$ cat src/rtl/core/mexp_pkg.sv
// ---------------------------------------------------------------------------
// mexp_pkg
// Shared constants and types for the modular exponentiation block.
// ---------------------------------------------------------------------------
`default_nettype none

package mexp_pkg;

	localparam int OPERAND_BITS_DEF = 31;

	typedef enum logic [2:0] {
		ST_IDLE,
		ST_RED,
		ST_SQR,
		ST_MUL,
		ST_FIN
	} ctrl_state_t;

	// status of the shared modular multiplier
	typedef struct packed {
		logic run;
		logic done;
	} mm_stat_t;

endpackage

`default_nettype wire

$ cat src/rtl/core/mexp_modmul.sv
// ---------------------------------------------------------------------------
// mexp_modmul
// Bit-serial modular multiplier: r = a * b mod m, one bit of b per cycle,
// most significant bit first, by double-and-add with reduction.
// ---------------------------------------------------------------------------
`default_nettype none

module mexp_modmul #(
	parameter int OPERAND_BITS = mexp_pkg::OPERAND_BITS_DEF
) (
	input  wire logic                    clk,
	input  wire logic                    arst_n,
	input  wire logic                    go,
	input  wire logic [OPERAND_BITS-1:0] a,
	input  wire logic [OPERAND_BITS-1:0] b,
	input  wire logic [OPERAND_BITS-1:0] modulus,
	output mexp_pkg::mm_stat_t           stat,
	output logic      [OPERAND_BITS-1:0] r
);

	localparam int CW = $clog2(OPERAND_BITS);

	logic                    run_q;
	logic                    done_q;
	logic [CW-1:0]           cnt_q;
	logic [OPERAND_BITS-1:0] a_q;
	logic [OPERAND_BITS-1:0] b_q;
	logic [OPERAND_BITS-1:0] r_q;
	logic [OPERAND_BITS:0]   dbl;
	logic [OPERAND_BITS:0]   dbl_red;
	logic [OPERAND_BITS:0]   sum;
	logic [OPERAND_BITS:0]   sum_red;
	logic [OPERAND_BITS:0]   m_ext;

	assign m_ext = {1'b0, modulus};

	// double, reduce, then add a when the current bit of b is set, reduce
	always_comb begin
		dbl     = {r_q, 1'b0};
		dbl_red = (dbl >= m_ext) ? dbl - m_ext : dbl;
		sum     = dbl_red + (b_q[OPERAND_BITS-1] ? {1'b0, a_q} : '0);
		sum_red = (sum >= m_ext) ? sum - m_ext : sum;
	end

	always_ff @(posedge clk or negedge arst_n) begin
		if (!arst_n) begin
			run_q  <= 1'b0;
			done_q <= 1'b0;
			cnt_q  <= '0;
		end else begin
			done_q <= 1'b0;
			if (go) begin
				run_q <= 1'b1;
				cnt_q <= CW'(OPERAND_BITS - 1);
			end else if (run_q) begin
				cnt_q <= cnt_q - 1'b1;
				if (cnt_q == '0) begin
					run_q  <= 1'b0;
					done_q <= 1'b1;
				end
			end
		end
	end

	always_ff @(posedge clk) begin
		if (go) begin
			a_q <= a;
			b_q <= b;
			r_q <= '0;
		end else if (run_q) begin
			b_q <= {b_q[OPERAND_BITS-2:0], 1'b0};
			r_q <= sum_red[OPERAND_BITS-1:0];
		end
	end

	assign stat.run  = run_q;
	assign stat.done = done_q;
	assign r         = r_q;

endmodule

`default_nettype wire

$ cat src/rtl/core/mexp_ctrl.sv
// ---------------------------------------------------------------------------
// mexp_ctrl
// Sequencer for left-to-right square-and-multiply: reduces the base, then
// walks the exponent from its top bit, issuing squares and multiplies.
// ---------------------------------------------------------------------------
`default_nettype none

module mexp_ctrl #(
	parameter int OPERAND_BITS = mexp_pkg::OPERAND_BITS_DEF
) (
	input  wire logic                    clk,
	input  wire logic                    arst_n,
	input  wire logic                    start,
	input  wire logic [OPERAND_BITS-1:0] base,
	input  wire logic [OPERAND_BITS-1:0] exponent,
	input  wire logic [OPERAND_BITS-1:0] modulus,
	input  mexp_pkg::mm_stat_t           mm_stat,
	input  wire logic [OPERAND_BITS-1:0] mm_r,
	output logic                         mm_go,
	output logic      [OPERAND_BITS-1:0] mm_a,
	output logic      [OPERAND_BITS-1:0] mm_b,
	output logic                         busy,
	output logic                         done,
	output logic      [OPERAND_BITS-1:0] power_result
);

	localparam int CW = $clog2(OPERAND_BITS);

	mexp_pkg::ctrl_state_t   state_q;
	mexp_pkg::ctrl_state_t   state_d;
	logic [OPERAND_BITS-1:0] exp_q;
	logic [CW-1:0]           bit_q;
	logic [OPERAND_BITS-1:0] bred_q;
	logic [OPERAND_BITS-1:0] z_q;
	logic [OPERAND_BITS-1:0] one_mod;
	logic                    last_bit;
	logic                    mm_done;

	assign one_mod  = {{(OPERAND_BITS-1){1'b0}}, (modulus != OPERAND_BITS'(1))};
	assign last_bit = (bit_q == '0);
	assign mm_done  = mm_stat.done;

	always_ff @(posedge clk or negedge arst_n) begin
		if (!arst_n) begin
			state_q <= mexp_pkg::ST_IDLE;
		end else begin
			state_q <= state_d;
		end
	end

	always_comb begin
		state_d = state_q;
		mm_go   = 1'b0;
		mm_a    = mm_r;
		mm_b    = mm_r;
		unique case (state_q)
			mexp_pkg::ST_IDLE: begin
				if (start) begin
					if (modulus == '0) begin
						state_d = mexp_pkg::ST_FIN;
					end else begin
						// base mod m = (1 mod m) * base mod m
						mm_go   = 1'b1;
						mm_a    = one_mod;
						mm_b    = base;
						state_d = mexp_pkg::ST_RED;
					end
				end
			end
			mexp_pkg::ST_RED: begin
				if (mm_done) begin
					mm_go   = 1'b1;
					mm_a    = one_mod;
					mm_b    = one_mod;
					state_d = mexp_pkg::ST_SQR;
				end
			end
			mexp_pkg::ST_SQR: begin
				if (mm_done) begin
					if (exp_q[OPERAND_BITS-1]) begin
						mm_go   = 1'b1;
						mm_b    = bred_q;
						state_d = mexp_pkg::ST_MUL;
					end else if (last_bit) begin
						state_d = mexp_pkg::ST_FIN;
					end else begin
						mm_go = 1'b1;
					end
				end
			end
			mexp_pkg::ST_MUL: begin
				if (mm_done) begin
					if (last_bit) begin
						state_d = mexp_pkg::ST_FIN;
					end else begin
						mm_go   = 1'b1;
						state_d = mexp_pkg::ST_SQR;
					end
				end
			end
			mexp_pkg::ST_FIN: begin
				state_d = mexp_pkg::ST_IDLE;
			end
			default: begin
				state_d = mexp_pkg::ST_IDLE;
			end
		endcase
	end

	always_ff @(posedge clk) begin
		case (state_q)
			mexp_pkg::ST_IDLE: begin
				if (start) begin
					exp_q <= exponent;
					bit_q <= CW'(OPERAND_BITS - 1);
					z_q   <= '0;
				end
			end
			mexp_pkg::ST_RED: begin
				if (mm_done) begin
					bred_q <= mm_r;
				end
			end
			mexp_pkg::ST_SQR: begin
				if (mm_done) begin
					z_q <= mm_r;
					// hold the bit until its multiply is done
					if (!exp_q[OPERAND_BITS-1]) begin
						exp_q <= {exp_q[OPERAND_BITS-2:0], 1'b0};
						bit_q <= bit_q - 1'b1;
					end
				end
			end
			mexp_pkg::ST_MUL: begin
				if (mm_done) begin
					z_q   <= mm_r;
					exp_q <= {exp_q[OPERAND_BITS-2:0], 1'b0};
					bit_q <= bit_q - 1'b1;
				end
			end
			default: begin
			end
		endcase
	end

	assign busy         = (state_q != mexp_pkg::ST_IDLE);
	assign done         = (state_q == mexp_pkg::ST_FIN);
	assign power_result = z_q;

endmodule

`default_nettype wire

$ cat src/rtl/core/modular_exponentiation_top.sv
// An item takes n = W + 1 + popcount(exponent) modular products, W = OPERAND_BITS,
// on the single bit-serial multiplier, which sets the throughput; none when the
// modulus is zero. A new start is taken only when idle, after the previous done.
// The done strobe lasts one cycle and cannot be stalled.
// Reset (arst_n low) returns to idle and sets the modulus to 1.
// ---------------------------------------------------------------------------
// modular_exponentiation_top
// Computes base^exponent mod modulus by square-and-multiply over a shared
// bit-serial modular multiplier; holds the modulus register.
// ---------------------------------------------------------------------------
`default_nettype none

module modular_exponentiation_top #(
	parameter int OPERAND_BITS = mexp_pkg::OPERAND_BITS_DEF
) (
	input  wire logic                    clk,
	input  wire logic                    arst_n,
	input  wire logic                    start,
	output logic                         busy,
	input  wire logic [OPERAND_BITS-1:0] base,
	input  wire logic [OPERAND_BITS-1:0] exponent,
	output logic                         done,
	output logic      [OPERAND_BITS-1:0] power_result,
	input  wire logic                    cfg_valid,
	output logic                         cfg_ready,
	input  wire logic [OPERAND_BITS-1:0] cfg_data
);

	logic [OPERAND_BITS-1:0] modulus_q;
	logic                    mm_go;
	logic [OPERAND_BITS-1:0] mm_a;
	logic [OPERAND_BITS-1:0] mm_b;
	logic [OPERAND_BITS-1:0] mm_r;
	mexp_pkg::mm_stat_t      mm_stat;

	assign cfg_ready = !busy;

	always_ff @(posedge clk or negedge arst_n) begin
		if (!arst_n) begin
			modulus_q <= OPERAND_BITS'(1);
		end else if (cfg_valid && cfg_ready) begin
			modulus_q <= cfg_data;
		end
	end

	mexp_ctrl #(
		.OPERAND_BITS(OPERAND_BITS)
	) u_ctrl (
		.clk          (clk),
		.arst_n       (arst_n),
		.start        (start),
		.base         (base),
		.exponent     (exponent),
		.modulus      (modulus_q),
		.mm_stat      (mm_stat),
		.mm_r         (mm_r),
		.mm_go        (mm_go),
		.mm_a         (mm_a),
		.mm_b         (mm_b),
		.busy         (busy),
		.done         (done),
		.power_result (power_result)
	);

	mexp_modmul #(
		.OPERAND_BITS(OPERAND_BITS)
	) u_modmul (
		.clk     (clk),
		.arst_n  (arst_n),
		.go      (mm_go),
		.a       (mm_a),
		.b       (mm_b),
		.modulus (modulus_q),
		.stat    (mm_stat),
		.r       (mm_r)
	);

endmodule

`default_nettype wire

$ cat config.mk
export PLATFORM = sky130hd
export DESIGN_NAME = modular_exponentiation_top
export DESIGN_NICKNAME = d
export VERILOG_FILES = /design/src/rtl/core/mexp_pkg.sv /design/src/rtl/core/mexp_modmul.sv /design/src/rtl/core/mexp_ctrl.sv /design/src/rtl/core/modular_exponentiation_top.sv
export SDC_FILE = /design/constraint.sdc
export NUM_CORES = 1
export LEC_CHECK = 0
export BUFFER_PORTS_ARGS = -buffer_cell sky130_fd_sc_hd__buf_2
export CAP_MARGIN = 20
export CORE_MARGIN = 3
export CORE_UTILIZATION = 50
export DETAILED_ROUTE_END_ITERATION = 16
export HOLD_SLACK_MARGIN = 0.05
export PLACE_DENSITY = 0.72
export SYNTH_ARGS = -nofsm -noshare
export SYNTH_HDL_FRONTEND = slang
export SYNTH_HIERARCHICAL = 1
export SYNTH_SLANG_ARGS = --single-unit
$ cat constraint.sdc
create_clock -name clk -period 14.81 [get_ports clk]
set_input_delay 0.7405 -clock clk [delete_from_list [all_inputs] [get_ports clk]]
set_output_delay 0.7405 -clock clk [all_outputs]
set_load 0.05 [all_outputs]
# [Yosys cells after proc, flatten, opt, wreduce, memory -nomap -nowiden]
# Index checks and enable logic that the tools add are counted.
[totals] ff_bits=232 inputBits=97 output_inout_bits=34 elab_cells=100
[op_classes] n_addsub=5 n_lt_le_gt_ge=2 eq_ne=12 n_mux=52 n_reduce_logical=16
[op_table] operator="$mux 31" n=17
[op_table] operator="$pmux 31 s3" n=2
[op_table] operator="$pmux 31 s2" n=2
[op_table] operator="$ge 32x31->1" n=2
[op_table] operator="$add 32x31->32" n=1
[op_table] operator="$mux 32" n=1
[op_table] operator="$sub 32x31->32" n=1
[op_table] operator="$logic_not 31->1" n=1
[op_table] operator="$ne 31x1->1 const B" n=1
[op_table] operator="$sub 31x31->31" n=1
[op_table] operator="$mux 5" n=6
[op_table] operator="$mux 3" n=8
[op_table] operator="$pmux 5 s3" n=1
[op_table] operator="$mux 1" n=13
[op_table] operator="$pmux 3 s4" n=1
[op_table] operator="$logic_not 5->1" n=2
[op_table] operator="$reduce_and 5->1" n=2
[op_table] operator="$sub 5x1->5 const B" n=2
[op_table] operator="$ne 2x1->1 const B" n=4
[op_table] operator="$eq 3x2->1 const B" n=2
[op_table] operator="$reduce_bool 3->1" n=2
[op_table] operator="$ne 2x2->1 const B" n=2
[op_table] operator="$pmux 1 s4" n=1
[op_table] operator="$reduce_and 4->1" n=1
[op_table] operator="10 further kinds" n=11

# [Depth between registers and ports, before layout]
[depth] ltp_word=6 ltp_mapped=34 depth_no_buf=32

# [Hierarchy]
# The synthesis kept the hierarchy.
[by_module_without_submodules] mod="mexp_modmul" n_inst=1 cells_each=1063 area_each_um2=9223.8 seq_area_each_um2=2657.5
[by_module_without_submodules] mod="mexp_ctrl" n_inst=1 cells_each=433 area_each_um2=5107.4 seq_area_each_um2=3017.9
[by_module_without_submodules] mod="modular_exponentiation_top" n_inst=1 cells_each=67 area_each_um2=1214.9 seq_area_each_um2=777.0

# [Worst setup path after synthesis]
# OpenSTA, ideal clock, no wires.
[synth_timing] kind="register -> register" from="register modulus_q[0]" to="register u_modmul.r_q[2], in the netlist u_modmul/r[2]" setup_time_ns=0.122 arrival_ns=6.851 required_time_ns=14.688 path_slack_ns=7.837 path_stages_with_launch=30 n_path_buf=1 synth_period_minus_slack_ns=6.973 path_cell_list="dfstp_2 -> inv_1 -> fa_1 -> a21oi_1 -> o22a_1 -> a21oi_2 -> o2111a_1 -> nor3_2 -> mux2_2 -> ha_1 -> a21o_1 -> a21oi_1 -> o211ai_1 -> a21boi_0 -> o21bai_1 -> a21oi_1 -> o21bai_1 -> a21oi_1 -> xor2_1 -> inv_1 -> ha_1 -> and3_1 -> nand2_1 -> or4_1 -> or4_1 -> nand3_1 -> o21a_1 -> clkbuf_1 -> nor3_1 -> a221o_1"
[synth_via] elab_chain_len=5 word_cells_on_any_way=11 cone_classes="add/sub (3); order compare (2); mux (5); reduce/logical (1)"
[synth_rtl] item="start, declared" line_no="modular_exponentiation_top.sv:29" text="logic [OPERAND_BITS-1:0] modulus_q;"
[synth_rtl] item="start signal, assigned" line_no="modular_exponentiation_top.sv:42" text="modulus_q <= cfg_data;"
[synth_rtl] item="$sub 32x31->32 or $ge 32x31->1 (tied branches)" line_no="mexp_modmul.sv:40" text="dbl_red = (dbl >= m_ext) ? dbl - m_ext : dbl;"
[synth_rtl] item="$mux 32" line_no="mexp_modmul.sv:40"
[synth_rtl] item="$add 32x31->32" line_no="mexp_modmul.sv:41" text="sum = dbl_red + (b_q[OPERAND_BITS-1] ? {1'b0, a_q} : '0);"
[synth_rtl] item="$sub 31x31->31 or $ge 32x31->1 (tied branches)" line_no="mexp_modmul.sv:42" text="sum_red = (sum >= m_ext) ? sum - m_ext : sum;"
[synth_rtl] item="$mux 31" line_no="mexp_modmul.sv:42"
[synth_rtl] item="end signal, assigned" line_no="mexp_modmul.sv:72" text="r_q <= sum_red[OPERAND_BITS-1:0];"
[synth_rtl] item="end, declared" line_no="mexp_modmul.sv:28" text="logic [OPERAND_BITS-1:0] r_q;"
# Parallel ways exist; a longest one is shown, timed or not.
# A chain may end at the register's enable or synchronous reset.

# [Final worst setup path]
[layout_timing] from="register modulus_q[0]" to="register u_modmul.r_q[18], in the netlist u_modmul/r[18]"
# The elaborated chain is that of the path after synthesis.

==> results.cfg <==
[synth]
synthCells = 1562
syn-num-nets = 1759
syn_area_mm2 = 0.0155
yosys_warnings = 6
avgSynthCellArea_um2 = 9.95

[clocking]
cts_tree = built
clock_latency_ns = 0.54
cts_max_level = 1
cts.clk_slew.worst_paths_ns = 0.06
cts_setup_buffers = 0
cts_hold_buf = 0
clock_sinks = 232
post_cts_resized = 0
cts-root-buf = clkbuf_16
cts_made_buffers = 26
cts_max_path_buffers = 3

[outcome]
status = complete, no violations

[timing]
fin_crit_sh_pct = 59.8
hold_viol_final = 0
drv_slew = 0
max_freq_mhz = 113
min_period_ns = 8.85
tns_ns = 0
setup_viol = 0
rsz0062_at_grt = no
max-slew-margin-rel_pct = 29.0
fin_skew_ns = 0.0169
worst_slew_pin_slew_ns = 1.06

[worst_setup_path]
path_buf_inv = 3
path_max_fanout = 62
cpMostUsedCell = a21oi_1
critical-path-max-stage-delay_ns = 0.67
crit_required_ns = 15.23
slowest_stage = o21a_1
path_delay_family = compound AO/OA/AOI/OAI gates
worstSetupPathType = flop to flop
cp-start-kind = flop
crit_arrival_ns = 9.28
worstSetupEndpointType = flop
ff2ff_setup_slack_ns = 5.96

[global_routing]
grt_usage_pct = 25.4
grt_max_degree = 68
grt_pass1_wl_mm = 67.5
grt_antenna_before_repair = 2
grt-ovfl-total = 0
grt_pass1_vias = 12000

[floorplan]
rows = 63
die_area_mm2 = 0.0332
start_util_pct = 51.6
die-width_um = 182
core_mm2 = 0.0301
ioPinCount = 131
die_h_um = 182

[placed_design]
dp_cells = 2025
postPlaceCellArea_mm2 = 0.0165
port-buffer-count = 130
place_hpwl_mm = 32.3
gp_congestion = 0.957

[drt]
drtIter0Drc = 1402
route.vias.total = 12800
drt-total-wl_mm = 43.5
antenna_left = 0
wl_per_cell_um = 20.9
dr.pass1.iters = 5
drc = 0
via_per_inst = 6.14

[layout]
final_nets = 1865
layoutNonFillerInstCount = 2079
final_layout_size_suffix_gt1_share_pct = 17.3
fin_util_pct = 57.8
area.growth.synth_to_final_pct = 11.9
fin_area_mm2 = 0.0174

[flow_run]
drv_cap = 0

[min_path]
hp-class = input port to async pin
worst reg2reg max path: cells and delay by family (launching register included):
family	cells	cell delay, ns
adder cells (fa/ha/maj)	3	1.12
AO/OA/AOI/OAI	17	4.43
XOR/XNOR	1	0.33
AND/OR/NAND/NOR	6	1.14
buffers and inverters	3	0.68
flip-flops	1	0.61
multiplexers	1	0.44
path summary, 6_finish.rpt:
kind,startpoint,to,depth (start not counted)
setup / recovery,modulus_q[0]$_DFFE_PN1P_,u_modmul/r[18]$_SDFFE_PP0P_,31
hold / removal,arst_n,u_ctrl/state_q[2]$_DFFE_PN0P_,1
setup reg to reg,modulus_q[0]$_DFFE_PN1P_,u_modmul/r[18]$_SDFFE_PP0P_,31
hold reg to reg,u_modmul/cnt_q[4]$_DFFE_PN0P_,u_modmul/cnt_q[4]$_DFFE_PN0P_,2
max in group asynchronous,arst_n,modulus_q[14]$_DFFE_PN0P_,1
min in group clk,cfg_data[26],modulus_q[26]$_DFFE_PN0P_,2
through the flow:
step,setup slack [ns],hold slack [ns]
after global routing,5.32,0.397
after floorplan,7.84,0.445
final,5.96,0.336
after global placement,6.42,0.506
after CTS,6.16,0.366
after detailed placement,6.18,0.507
placed cells by master, fill, tap and decap left out, drive strengths merged, types with 40 or more instances in the layout:
cell type  instances
xnor2             60
dfrtp             40
nand2            156
buf              149
a21oi            118
a21o              47
inv               76
and2              96
mux2              63
edfxtp           160
ha                97
o21ai             91
nor2              77
flip-flops by register name, indices dropped and copies added (netlist names):
signal               count
modulus_q               31
u_ctrl/bit_q             5
u_ctrl/bred_q           31
u_ctrl/exp_q            31
u_ctrl/power_result     31
u_ctrl/state_q           3
u_modmul/a_q            31
u_modmul/b_q            31
u_modmul/cnt_q           5
u_modmul/done_q          1
u_modmul/r              31
u_modmul/run_q           1
routing by layer:
metal | vias up | global-route usage (%) | wire [um]
li1 | 6035 | - | -
met1 | 6128 | 38.5 | 20000
met2 | 531 | 38.6 | 18900
met3 | 66 | 3.01 | 3330
met4 | 2 | 7.01 | 1260
met5 | - | 0 | 8
area by class of cell:
type	instances	area [um2]
inverter	76	285
fill	2645	12700
antenna	1	2.50
timing repair buffer	149	843
clock inverter	16	128
tap	390	488
clock buffer	32	714
sequential	232	6450
multi-input combinational	1183	8480
Power is left out: the tool's default activity adds up to more than one toggle a clock period on the data nets, which glitch-free logic cannot reach.
